**config.mk**
```make
export PLATFORM = sky130hd
export DESIGN_NAME = palette_colour_effect_top_flat
export DESIGN_NICKNAME = d
export VERILOG_FILES = /design/src/sv/colfx_pkg.sv /design/src/sv/colfx_chan_ifs.sv /design/src/sv/colfx_prod_stage.sv /design/src/sv/colfx_quot_stage.sv /design/src/sv/colfx_mix_stage.sv /design/src/sv/palette_colour_effect_top.sv /design/src/flat_wrapper.sv
export SDC_FILE = /design/constraint.sdc
export NUM_CORES = 2
export LEC_CHECK = 0
export BUFFER_PORTS_ARGS = -buffer_cell sky130_fd_sc_hd__buf_4
export CAP_MARGIN = 10
export CORE_UTILIZATION = 68
export CTS_BUF_LIST = sky130_fd_sc_hd__clkbuf_8
export DETAILED_ROUTE_END_ITERATION = 12
export PLACE_DENSITY = 0.85
export SKIP_CTS_REPAIR_TIMING = 1
export SLEW_MARGIN = 10
export SYNTH_ARGS = -nofsm -noshare
export SYNTH_HDL_FRONTEND = slang
export SYNTH_SLANG_ARGS = --single-unit
```
**constraint.sdc**
```tcl
create_clock -name clk -period 8.8 [get_ports clk]
set_input_delay 1.32 -clock clk [delete_from_list [all_inputs] [get_ports clk]]
set_output_delay 1.32 -clock clk [all_outputs]
set_load 0.01 [all_outputs]
```
**src/sv/colfx_pkg.sv**
```systemverilog
package colfx_pkg;

    // effect codes as written to the effect_mode register
    typedef enum logic [2:0] {
        MODE_PASS      = 3'd0,
        MODE_GRAY      = 3'd1,
        MODE_BLUE_TINT = 3'd2,
        MODE_RED_TINT  = 3'd3,
        MODE_SEPIA     = 3'd4,
        MODE_BRIGHTEN  = 3'd5
    } mode_t;

    // configuration register indexes
    localparam int CFG_IDX_W = 2;
    localparam int CFG_DATA_W = 9;
    localparam logic [CFG_IDX_W-1:0] REG_EFFECT_MODE      = 2'd0;
    localparam logic [CFG_IDX_W-1:0] REG_BRIGHTEN_PERCENT = 2'd1;

    localparam logic [2:0] EFFECT_MODE_RST      = 3'd0;
    localparam logic [8:0] BRIGHTEN_PERCENT_RST = 9'd200;

    // sepia matrix in thousandths
    localparam logic [9:0] SEP_RR = 10'd393;
    localparam logic [9:0] SEP_RG = 10'd769;
    localparam logic [9:0] SEP_RB = 10'd189;
    localparam logic [9:0] SEP_GR = 10'd349;
    localparam logic [9:0] SEP_GG = 10'd686;
    localparam logic [9:0] SEP_GB = 10'd168;
    localparam logic [9:0] SEP_BR = 10'd272;
    localparam logic [9:0] SEP_BG = 10'd534;
    localparam logic [9:0] SEP_BB = 10'd131;

    // sums at or above this give a quotient over 255
    localparam logic [18:0] SEP_SAT_LIMIT = 19'd256000;

    // reciprocal constants: floor(x/d) = (x * MULT) >> SHIFT over the used range
    localparam logic [18:0] DIV1000_MULT  = 19'd268436;
    localparam int          DIV1000_SHIFT = 28;
    localparam logic [17:0] DIV100_MULT   = 18'd167773;
    localparam int          DIV100_SHIFT  = 24;
    localparam logic [9:0]  DIV3_MULT     = 10'd683;
    localparam int          DIV3_SHIFT    = 11;

    localparam logic [7:0] CHAN_MAX = 8'd255;

    // after the product stage
    typedef struct packed {
        logic [7:0]  red;
        logic [7:0]  green;
        logic [7:0]  blue;
        mode_t       mode;
        logic [9:0]  sum3;
        logic [18:0] sep_r;
        logic [18:0] sep_g;
        logic [18:0] sep_b;
        logic [16:0] brt_r;
        logic [16:0] brt_g;
        logic [16:0] brt_b;
    } prod_t;

    // after the quotient stage
    typedef struct packed {
        logic [7:0]  red;
        logic [7:0]  green;
        logic [7:0]  blue;
        mode_t       mode;
        logic [7:0]  mean;
        logic [7:0]  sep_r;
        logic [7:0]  sep_g;
        logic [7:0]  sep_b;
        logic [10:0] add_r;
        logic [10:0] add_g;
        logic [10:0] add_b;
    } quot_t;

    // finished entry
    typedef struct packed {
        logic [7:0] red;
        logic [7:0] green;
        logic [7:0] blue;
        mode_t      mode;
    } rgb_t;

endpackage

```
**src/sv/colfx_chan_ifs.sv**
```systemverilog
interface colfx_in_if;
    logic       valid;
    logic       ready;
    logic [7:0] red_in;
    logic [7:0] green_in;
    logic [7:0] blue_in;

    modport source (output valid, output red_in, output green_in, output blue_in,
                    input ready);
    modport sink (input valid, input red_in, input green_in, input blue_in,
                  output ready);
endinterface

interface colfx_out_if;
    logic       valid;
    logic       ready;
    logic [7:0] red_out;
    logic [7:0] green_out;
    logic [7:0] blue_out;

    modport source (output valid, output red_out, output green_out, output blue_out,
                    input ready);
    modport sink (input valid, input red_out, input green_out, input blue_out,
                  output ready);
endinterface

```
**src/sv/colfx_prod_stage.sv**
```systemverilog
module colfx_prod_stage
    import colfx_pkg::*;
(
    input  logic       clk,
    input  logic       rst_n,
    input  logic       in_valid,
    output logic       in_ready,
    input  logic [7:0] red,
    input  logic [7:0] green,
    input  logic [7:0] blue,
    input  mode_t      mode,
    input  logic [8:0] percent,
    output logic       out_valid,
    input  logic       out_ready,
    output prod_t      out_data
);

    logic  valid_reg;
    prod_t data_reg;
    prod_t data_next;

    // sepia dot products, brighten products and the channel sum
    always_comb
    begin
        data_next.red   = red;
        data_next.green = green;
        data_next.blue  = blue;
        data_next.mode  = mode;
        data_next.sum3  = 10'(red) + 10'(green) + 10'(blue);
        data_next.sep_r = 19'(red) * 19'(SEP_RR) + 19'(green) * 19'(SEP_RG)
                        + 19'(blue) * 19'(SEP_RB);
        data_next.sep_g = 19'(red) * 19'(SEP_GR) + 19'(green) * 19'(SEP_GG)
                        + 19'(blue) * 19'(SEP_GB);
        data_next.sep_b = 19'(red) * 19'(SEP_BR) + 19'(green) * 19'(SEP_BG)
                        + 19'(blue) * 19'(SEP_BB);
        data_next.brt_r = 17'(red) * 17'(percent);
        data_next.brt_g = 17'(green) * 17'(percent);
        data_next.brt_b = 17'(blue) * 17'(percent);
    end

    assign in_ready = ~valid_reg | out_ready;

    // stage valid
    always_ff @(posedge clk or negedge rst_n)
    begin
        if (!rst_n)
        begin
            valid_reg <= 1'b0;
        end
        else if (in_ready)
        begin
            valid_reg <= in_valid;
        end
    end

    // stage payload
    always_ff @(posedge clk)
    begin
        if (in_ready && in_valid)
        begin
            data_reg <= data_next;
        end
    end

    assign out_valid = valid_reg;
    assign out_data  = data_reg;

endmodule

```
**src/sv/colfx_quot_stage.sv**
```systemverilog
module colfx_quot_stage
    import colfx_pkg::*;
(
    input  logic  clk,
    input  logic  rst_n,
    input  logic  in_valid,
    output logic  in_ready,
    input  prod_t in_data,
    output logic  out_valid,
    input  logic  out_ready,
    output quot_t out_data
);

    logic  valid_reg;
    quot_t data_reg;
    quot_t data_next;

    logic [18:0] mean_prod;
    logic [36:0] sep_r_prod;
    logic [36:0] sep_g_prod;
    logic [36:0] sep_b_prod;
    logic [34:0] add_r_prod;
    logic [34:0] add_g_prod;
    logic [34:0] add_b_prod;

    // reciprocal multiplies for /3, /1000 and /100
    always_comb
    begin
        mean_prod  = 19'(in_data.sum3) * 19'(DIV3_MULT);
        sep_r_prod = 37'(in_data.sep_r[17:0]) * 37'(DIV1000_MULT);
        sep_g_prod = 37'(in_data.sep_g[17:0]) * 37'(DIV1000_MULT);
        sep_b_prod = 37'(in_data.sep_b[17:0]) * 37'(DIV1000_MULT);
        add_r_prod = 35'(in_data.brt_r) * 35'(DIV100_MULT);
        add_g_prod = 35'(in_data.brt_g) * 35'(DIV100_MULT);
        add_b_prod = 35'(in_data.brt_b) * 35'(DIV100_MULT);
    end

    // quotients, sepia saturated before the divide result is used
    always_comb
    begin
        data_next.red   = in_data.red;
        data_next.green = in_data.green;
        data_next.blue  = in_data.blue;
        data_next.mode  = in_data.mode;
        data_next.mean  = mean_prod[DIV3_SHIFT +: 8];
        data_next.sep_r = (in_data.sep_r >= SEP_SAT_LIMIT) ? CHAN_MAX
                        : sep_r_prod[DIV1000_SHIFT +: 8];
        data_next.sep_g = (in_data.sep_g >= SEP_SAT_LIMIT) ? CHAN_MAX
                        : sep_g_prod[DIV1000_SHIFT +: 8];
        data_next.sep_b = (in_data.sep_b >= SEP_SAT_LIMIT) ? CHAN_MAX
                        : sep_b_prod[DIV1000_SHIFT +: 8];
        data_next.add_r = add_r_prod[DIV100_SHIFT +: 11];
        data_next.add_g = add_g_prod[DIV100_SHIFT +: 11];
        data_next.add_b = add_b_prod[DIV100_SHIFT +: 11];
    end

    assign in_ready = ~valid_reg | out_ready;

    // stage valid
    always_ff @(posedge clk or negedge rst_n)
    begin
        if (!rst_n)
        begin
            valid_reg <= 1'b0;
        end
        else if (in_ready)
        begin
            valid_reg <= in_valid;
        end
    end

    // stage payload
    always_ff @(posedge clk)
    begin
        if (in_ready && in_valid)
        begin
            data_reg <= data_next;
        end
    end

    assign out_valid = valid_reg;
    assign out_data  = data_reg;

endmodule

```
**src/sv/colfx_mix_stage.sv**
```systemverilog
module colfx_mix_stage
    import colfx_pkg::*;
(
    input  logic  clk,
    input  logic  rst_n,
    input  logic  in_valid,
    output logic  in_ready,
    input  quot_t in_data,
    output logic  out_valid,
    input  logic  out_ready,
    output rgb_t  out_data
);

    logic valid_reg;
    rgb_t data_reg;
    rgb_t data_next;

    logic [11:0] brt_r_sum;
    logic [11:0] brt_g_sum;
    logic [11:0] brt_b_sum;
    logic [7:0]  brt_r;
    logic [7:0]  brt_g;
    logic [7:0]  brt_b;

    // brighten: channel plus its share, clipped at full scale
    always_comb
    begin
        brt_r_sum = 12'(in_data.red) + 12'(in_data.add_r);
        brt_g_sum = 12'(in_data.green) + 12'(in_data.add_g);
        brt_b_sum = 12'(in_data.blue) + 12'(in_data.add_b);
        brt_r = (brt_r_sum > 12'(CHAN_MAX)) ? CHAN_MAX : brt_r_sum[7:0];
        brt_g = (brt_g_sum > 12'(CHAN_MAX)) ? CHAN_MAX : brt_g_sum[7:0];
        brt_b = (brt_b_sum > 12'(CHAN_MAX)) ? CHAN_MAX : brt_b_sum[7:0];
    end

    // effect select
    always_comb
    begin
        data_next.red   = in_data.red;
        data_next.green = in_data.green;
        data_next.blue  = in_data.blue;
        data_next.mode  = in_data.mode;
        unique case (in_data.mode)
            MODE_GRAY:
            begin
                data_next.red   = in_data.mean;
                data_next.green = in_data.mean;
                data_next.blue  = in_data.mean;
            end
            MODE_BLUE_TINT:
            begin
                data_next.red   = in_data.mean;
                data_next.green = in_data.mean;
            end
            MODE_RED_TINT:
            begin
                data_next.green = in_data.mean;
                data_next.blue  = in_data.mean;
            end
            MODE_SEPIA:
            begin
                data_next.red   = in_data.sep_r;
                data_next.green = in_data.sep_g;
                data_next.blue  = in_data.sep_b;
            end
            MODE_BRIGHTEN:
            begin
                data_next.red   = brt_r;
                data_next.green = brt_g;
                data_next.blue  = brt_b;
            end
            default:
            begin
                data_next.red = in_data.red;
            end
        endcase
    end

    assign in_ready = ~valid_reg | out_ready;

    // output register valid
    always_ff @(posedge clk or negedge rst_n)
    begin
        if (!rst_n)
        begin
            valid_reg <= 1'b0;
        end
        else if (in_ready)
        begin
            valid_reg <= in_valid;
        end
    end

    // output register payload
    always_ff @(posedge clk)
    begin
        if (in_ready && in_valid)
        begin
            data_reg <= data_next;
        end
    end

    assign out_valid = valid_reg;
    assign out_data  = data_reg;

endmodule

```
**src/sv/palette_colour_effect_top.sv**
```systemverilog
// channel   dir  transfer when        payload
// pix_in    in   valid && ready       red_in, green_in, blue_in (8 bit each)
// pix_out   out  valid && ready       red_out, green_out, blue_out (8 bit each)
// cfg       in   cfg_we               cfg_index (2 bit), cfg_data (9 bit)
//
// one entry per cycle sustained while pix_out.ready is high; each entry is registered
// in turn by the product stage, reciprocal-multiply stage and select/output register
// rst_n is asynchronous; it empties the pipeline and loads the register defaults
// each stage holds while the stage after it is full and stalled, so a stalled
// output backs up stage by stage and pix_in.ready drops once all three are full
module palette_colour_effect_top
    import colfx_pkg::*;
(
    input  logic                  clk,
    input  logic                  rst_n,
    colfx_in_if.sink              pix_in,
    colfx_out_if.source           pix_out,
    input  logic                  cfg_we,
    input  logic [CFG_IDX_W-1:0]  cfg_index,
    input  logic [CFG_DATA_W-1:0] cfg_data
);

    mode_t      effect_mode_reg;
    logic [8:0] brighten_percent_reg;

    logic  prod_valid;
    logic  prod_ready;
    prod_t prod_data;
    logic  quot_valid;
    logic  quot_ready;
    quot_t quot_data;
    rgb_t  mix_data;

    // configuration registers
    always_ff @(posedge clk or negedge rst_n)
    begin
        if (!rst_n)
        begin
            effect_mode_reg      <= mode_t'(EFFECT_MODE_RST);
            brighten_percent_reg <= BRIGHTEN_PERCENT_RST;
        end
        else if (cfg_we)
        begin
            unique case (cfg_index)
                REG_EFFECT_MODE:
                begin
                    effect_mode_reg <= mode_t'(cfg_data[2:0]);
                end
                REG_BRIGHTEN_PERCENT:
                begin
                    brighten_percent_reg <= cfg_data[8:0];
                end
                default:
                begin
                    effect_mode_reg <= effect_mode_reg;
                end
            endcase
        end
    end

    colfx_prod_stage u_prod (
        .clk       (clk),
        .rst_n     (rst_n),
        .in_valid  (pix_in.valid),
        .in_ready  (pix_in.ready),
        .red       (pix_in.red_in),
        .green     (pix_in.green_in),
        .blue      (pix_in.blue_in),
        .mode      (effect_mode_reg),
        .percent   (brighten_percent_reg),
        .out_valid (prod_valid),
        .out_ready (prod_ready),
        .out_data  (prod_data)
    );

    colfx_quot_stage u_quot (
        .clk       (clk),
        .rst_n     (rst_n),
        .in_valid  (prod_valid),
        .in_ready  (prod_ready),
        .in_data   (prod_data),
        .out_valid (quot_valid),
        .out_ready (quot_ready),
        .out_data  (quot_data)
    );

    colfx_mix_stage u_mix (
        .clk       (clk),
        .rst_n     (rst_n),
        .in_valid  (quot_valid),
        .in_ready  (quot_ready),
        .in_data   (quot_data),
        .out_valid (pix_out.valid),
        .out_ready (pix_out.ready),
        .out_data  (mix_data)
    );

    assign pix_out.red_out   = mix_data.red;
    assign pix_out.green_out = mix_data.green;
    assign pix_out.blue_out  = mix_data.blue;

    // a full, stalled pipeline must refuse new entries
    assert property (@(posedge clk) disable iff (!rst_n)
        (prod_valid && quot_valid && pix_out.valid && !pix_out.ready) |-> !pix_in.ready)
        else $error("input accepted while pipeline full and stalled");

    // a new result only appears from an occupied quotient stage
    assert property (@(posedge clk) disable iff (!rst_n)
        $rose(pix_out.valid) |-> $past(quot_valid))
        else $error("output valid without an entry behind it");

    // grayscale results are neutral
    assert property (@(posedge clk) disable iff (!rst_n)
        (pix_out.valid && mix_data.mode == MODE_GRAY) |->
        (pix_out.red_out == pix_out.green_out && pix_out.green_out == pix_out.blue_out))
        else $error("grayscale result not neutral");

    // sepia rows are ordered, so red >= green >= blue
    assert property (@(posedge clk) disable iff (!rst_n)
        (pix_out.valid && mix_data.mode == MODE_SEPIA) |->
        (pix_out.red_out >= pix_out.green_out && pix_out.green_out >= pix_out.blue_out))
        else $error("sepia channel order broken");

endmodule
```
**src/flat_wrapper.sv**
```systemverilog
// flat-port wrapper written by rule: the top's interface ports become plain ports
module palette_colour_effect_top_flat import colfx_pkg::*;
  (clk, rst_n, cfg_we, cfg_index, cfg_data, pix_in_valid, pix_in_red_in, pix_in_green_in, pix_in_blue_in, pix_in_ready, pix_out_valid, pix_out_red_out, pix_out_green_out, pix_out_blue_out, pix_out_ready);
  colfx_in_if pix_in_i ();
  colfx_out_if pix_out_i ();
  input  logic clk;
  input  logic rst_n;
  input  logic cfg_we;
  input  logic [CFG_IDX_W-1:0] cfg_index;
  input  logic [CFG_DATA_W-1:0] cfg_data;
  input wire logic [$bits(pix_in_i.valid)-1:0] pix_in_valid;
  input wire logic [$bits(pix_in_i.red_in)-1:0] pix_in_red_in;
  input wire logic [$bits(pix_in_i.green_in)-1:0] pix_in_green_in;
  input wire logic [$bits(pix_in_i.blue_in)-1:0] pix_in_blue_in;
  output wire logic [$bits(pix_in_i.ready)-1:0] pix_in_ready;
  output wire logic [$bits(pix_out_i.valid)-1:0] pix_out_valid;
  output wire logic [$bits(pix_out_i.red_out)-1:0] pix_out_red_out;
  output wire logic [$bits(pix_out_i.green_out)-1:0] pix_out_green_out;
  output wire logic [$bits(pix_out_i.blue_out)-1:0] pix_out_blue_out;
  input wire logic [$bits(pix_out_i.ready)-1:0] pix_out_ready;
  assign pix_in_i.valid = pix_in_valid;
  assign pix_in_i.red_in = pix_in_red_in;
  assign pix_in_i.green_in = pix_in_green_in;
  assign pix_in_i.blue_in = pix_in_blue_in;
  assign pix_in_ready = pix_in_i.ready;
  assign pix_out_valid = pix_out_i.valid;
  assign pix_out_red_out = pix_out_i.red_out;
  assign pix_out_green_out = pix_out_i.green_out;
  assign pix_out_blue_out = pix_out_i.blue_out;
  assign pix_out_i.ready = pix_out_ready;
  palette_colour_effect_top u_core (.clk(clk), .rst_n(rst_n), .pix_in(pix_in_i), .pix_out(pix_out_i), .cfg_we(cfg_we), .cfg_index(cfg_index), .cfg_data(cfg_data));
endmodule
```
After elaboration in Yosys (flattened, before gate mapping) --
Cells that the tools add are included.
Storage, ports and cells: register bits 276, logic and storage cells 93, bits of input ports 40
Cells by class: $lt $le $gt $ge 6, eq/ne operators 6, muxes and demuxes 6, multipliers 19, bitwise logic cells 6, reductions and logical operators 9, add/sub/neg operators 11
Operators by type and width (number):
- $mul 17x18->35 const B | 3
- $mul 18x17->34 const B | 3
- $pmux 8 s3 | 3
- $mul 8x9->17 const B | 4
- $add 17x18->19 | 3
- $add 19x16->19 | 3
- $ge 19x18->1 const B | 3
- $mul 8x9->17 | 3
- $add 8x11->12 | 3
- $gt 12x8->1 const B | 3
- $mul 8x8->16 const B | 2
- $mul 8x5->13 const B | 2
- $mux 8 | 3
- $mul 10x10->19 const B | 1
- $mul 8x10->18 const B | 1
- $add 10x8->10 | 1
- $add 8x8->9 | 1
- $eq 3x2->1 const B | 2
- $eq 3x3->1 const B | 2
- $reduce_and 2->1 | 2
- $reduce_or 2->1 | 2
- $eq 3x1->1 const B | 1
- $logic_and 1x1->1 | 3
- $not 1->1 | 3
- other kinds (4) | 6

Longest topological paths before layout --
depth in word-level cells 5, gate-level depth with buffers 27, gate-level depth less buffers 27

By module --
Synthesis repeated with hierarchy kept, for this count alone.
Unflattened totals: cells, all modules 5726, area, all modules 57821.7 um2
Modules (own cells, without submodules):
- colfx_quot_stage | seq. area each 2787.7 um2, cells an instance 3137, times used 1, area each 31716.7 um2
- colfx_prod_stage | seq. area each 4289.1 um2, cells an instance 2194, times used 1, area each 22541.6 um2
- colfx_mix_stage | seq. area each 835.8 um2, cells an instance 369, times used 1, area each 3057.9 um2
- palette_colour_effect_top | seq. area each 304.0 um2, cells an instance 26, times used 1, area each 505.5 um2

Least setup slack after synthesis --
OpenSTA, ideal clock, no wires.
path type input to register, start point input pix_in_green_in[5], end point register u_core.u_prod.data_reg, in the netlist u_core.u_prod.out_data[87], data pin, buffers on the path 0, stages on the path 23, data arrival time 7.398 ns, setup slack 1.144 ns, cell sequence fa_1 > inv_1 > fa_1 > fa_1 > fa_1 > inv_1 > ha_1 > a21o_1 > xor2_1 > ha_1 > inv_1 > fa_1 > fa_1 > inv_1 > fa_1 > fa_1 > ha_1 > inv_1 > o21ai_0 > a211oi_1 > o31ai_1 > a21oi_1 > xnor2_1
RTL lines:
- from (decl) | line flat_wrapper.sv:13 | input wire logic [$bits(pix_in_i.green_in)-1:0] pix_in_green_in;
- to (signal assigned) | line colfx_prod_stage.sv:61 | data_reg <= data_next;
- to (decl) | line colfx_prod_stage.sv:19 | prod_t data_reg;

==> impl_metrics.tcl <==
set metrics [dict create \
    dp.cells 6491 \
    start_util_pct 69.0 \
    die_area_um2 83100 \
    path_delay_family "adder cells" \
    die_w_um 288 \
    final_net_count 7703 \
    cp_slowest_stage_delay_ns 0.55 \
    drc 6 \
    cp_data_required_time_ns 9.20 \
    reg2reg_slack_ns 1.63 \
    rsz0062_at_grt "false" \
    grt_pass1_wl_mm 207 \
    async_reset_ff_share_pct 5.47 \
    postRouteAntennaNets 0 \
    dp_hpwl_mm 107 \
    crit_slowest_cell "fa_1" \
    grt_start_max_net_pins 84 \
    cts_buffers 46 \
    io_pins 66 \
    hold_viol 0 \
    synth.avg_cell_area_um2 10.3 \
    synth_top_cell_area_share_pct 31.4 \
    ys_warn_count 0 \
    holdPathEnd "u_core.u_quot.out_data[72]$_DFFE_PP_" \
    cts_root_buf "clkbuf_8" \
    crit_chain "buf_4 -> fa_1 -> inv_1 -> fa_1 -> fa_1 -> fa_1 -> inv_1 -> ha_1 -> a21o_1 -> xor2_1 -> ha_1 -> inv_1 -> fa_1 -> fa_1 -> inv_1 -> fa_1 -> fa_1 -> ha_1 -> inv_1 -> o21ai_0 -> a211oi_1 -> o31ai_1 -> a21oi_1 -> xnor2_1" \
    wl_mm 127 \
    crit_path_frequent_cell "fa_1" \
    r2r_end "u_core.u_quot.out_data[32]$_DFFE_PP_" \
    dr.pass1.iters 12 \
    placementRows 104 \
    maxSlewHeadroom_pct 22.1 \
    htreeDepth 2 \
    worst_pin_slew_ns 1.16 \
    r2r-start "u_core.u_prod.out_data[37]$_DFFE_PP_" \
    synthFlopType "edfxtp_1" \
    final_cells 6577 \
    via_per_inst 5.79 \
    yosysSeqAreaShare_pct 14.6 \
    core_area_um2 80800 \
    syn-instance-count 5403 \
    grt_util_all_layers_pct 32.0 \
    path_class "in -> reg" \
    holdPathStages 0 \
    setup_tns_ns 0 \
    wl_per_cell_um 19.4 \
    gp_congestion 0.987 \
    nFillCells 5492 \
    critPathLaunchType "input pin" \
    worst_ep_arrival_time_ns 7.99 \
    worstPathMaxFanout 19 \
    dieHeight_um 288 \
    syn_area_um2 55700 \
    critPathBufInv 6 \
    fin_crit_sh_pct 86.2 \
    yosys-top-cells-area "ha_1 31%, fa_1 28%, edfxtp_1 14%" \
    synth_fp_nets 7627 \
    status "finished, violations left" \
    ys_seq_elements 274 \
    drive_above_1_share_pct 3.30 \
    port_buffers 65 \
    drv_cap 0 \
    grt_pass1_vias 41400 \
    ys_types 72 \
    largest_register_ffs 143 \
    num_vias 38100 \
    synth_edf_count 259 \
    clk_pin_slew_ns 0.07 \
    endpoint_kind "flop" \
    cts_buffer_depth 3 \
    yosysTopAreaCell "ha_1" \
    maxSlewViolCount 0 \
    first_iter_violations 2463 \
    violations "DRC" \
    post-route-min-period_ns 7.59 \
    report.final.setup_viol 0 \
    max_freq_mhz 132 \
    area_growth_pct 4.73 \
    min-delay-path-class "reg -> reg" \
    clkLatencyLatePin_ns 0.65 \
    fin_skew_ns 0.0321 \
    cts_tree "done" \
    antenna_found_initial 7 \
    min_from "u_core.u_prod.out_data[125]$_DFFE_PP_" \
    r2r_cells 20 \
    cts.sinks 274 \
    overflow 0 \
]
-- per-stage QoR --
stage                     utilization (%)  instance area [µm²]  setup slack [ns]  hold WS, ns
final                                72.2                58400              1.21        0.418
after CTS                            72.2                58400              1.26        0.420
after global placement               71.1                57500             0.655        0.404
after floorplan                         -                55700              1.14        0.400
after global routing                 72.2                58400             0.845        0.424
after detailed placement             71.1                57500             0.602        0.410
-- cell usage in the layout, fill, tap and decap left out, types with 78 or more instances in the layout --
| cell | count |
|---|---|
| nor2_1 | 149 |
| and2_1 | 123 |
| nand2_1 | 190 |
| buf_4 | 78 |
| edfxtp_1 | 259 |
| fa_1 | 786 |
| inv_1 | 1472 |
| xnor2_1 | 130 |
| a21oi_1 | 157 |
| o21ai_0 | 102 |
| ha_1 | 1398 |
-- worst reg2reg max path: stages (launching register included) --
cell and delay [ns]:
edfxtp_1 0.56, fa_1 0.70, inv_1 0.09, fa_1 0.53
fa_1 0.45, fa_1 0.56, inv_1 0.05, fa_1 0.48
inv_1 0.05, fa_1 0.48, inv_1 0.04, ha_1 0.30
nand4_1 0.08, a211oi_1 0.05, a221o_1 0.43, a2111o_1 0.50
a41oi_2 0.32, o211ai_2 0.19, o41a_1 0.40, or4_1 0.48
and3_1 0.17
-- synth_stat cells (all sizes together) (57+ instances only) --
| cell | number |
|---|---|
| nor3 | 58 |
| a21oi | 157 |
| xnor2 | 130 |
| edfxtp | 259 |
| and2 | 125 |
| o21ai | 103 |
| ha | 1398 |
| nor2 | 149 |
| inv | 1463 |
| nand2 | 190 |
| a21o | 57 |
| fa | 786 |
-- cell families after synthesis --
logic type	count (synthesis)	share of synthesized area, %
flops	274	14.6
fa+ha+maj	2184	59.6
buf+inv	1514	10.2
compound gates	528	6.10
xor+xnor	180	2.83
mux	21	0.409
simple gates	702	6.22
-- routing by layer --
layer | part of all wire [%] | global-route usage [%]
met4 | 3.8 | 11.5
met3 | 7.2 | 4.53
met5 | 0.042 | 0
met2 | 49 | 54.8
met1 | 40 | 41.5
-- worst max path at each step --
stage	start	to	slack (ns)	cells after the start
2_1_floorplan	pix_in_green_in[5]	u_core.u_prod.out_data[87]$_DFFE_PP_	1.14	23
3_3_place_gp	pix_in_green_in[5]	u_core.u_prod.out_data[87]$_DFFE_PP_	0.66	24
3_5_place_dp	pix_in_green_in[5]	u_core.u_prod.out_data[88]$_DFFE_PP_	0.60	24
4_1_cts	pix_in_green_in[5]	u_core.u_prod.out_data[88]$_DFFE_PP_	1.26	24
5_1_grt	pix_in_green_in[2]	u_core.u_prod.out_data[88]$_DFFE_PP_	0.84	26
6_report	pix_in_green_in[5]	u_core.u_prod.out_data[87]$_DFFE_PP_	1.21	24
-- layout make-up --
class,instances,area (µm²),share of cell area [%]
Multi-Input combinational cell,3615,41900,71.8
Sequential cell,274,8160,14.0
Inverter,1464,5500,9.41
Tap cell,1060,1330,2.27
Clock buffer,46,633,1.08
Timing Repair Buffer,78,586,1.00
Clock inverter,38,270,0.463
Antenna cell,2,5.00,0.00857
Power is left out: the tool's default activity adds up to more than one toggle a clock period on the data nets, which glitch-free logic cannot reach.
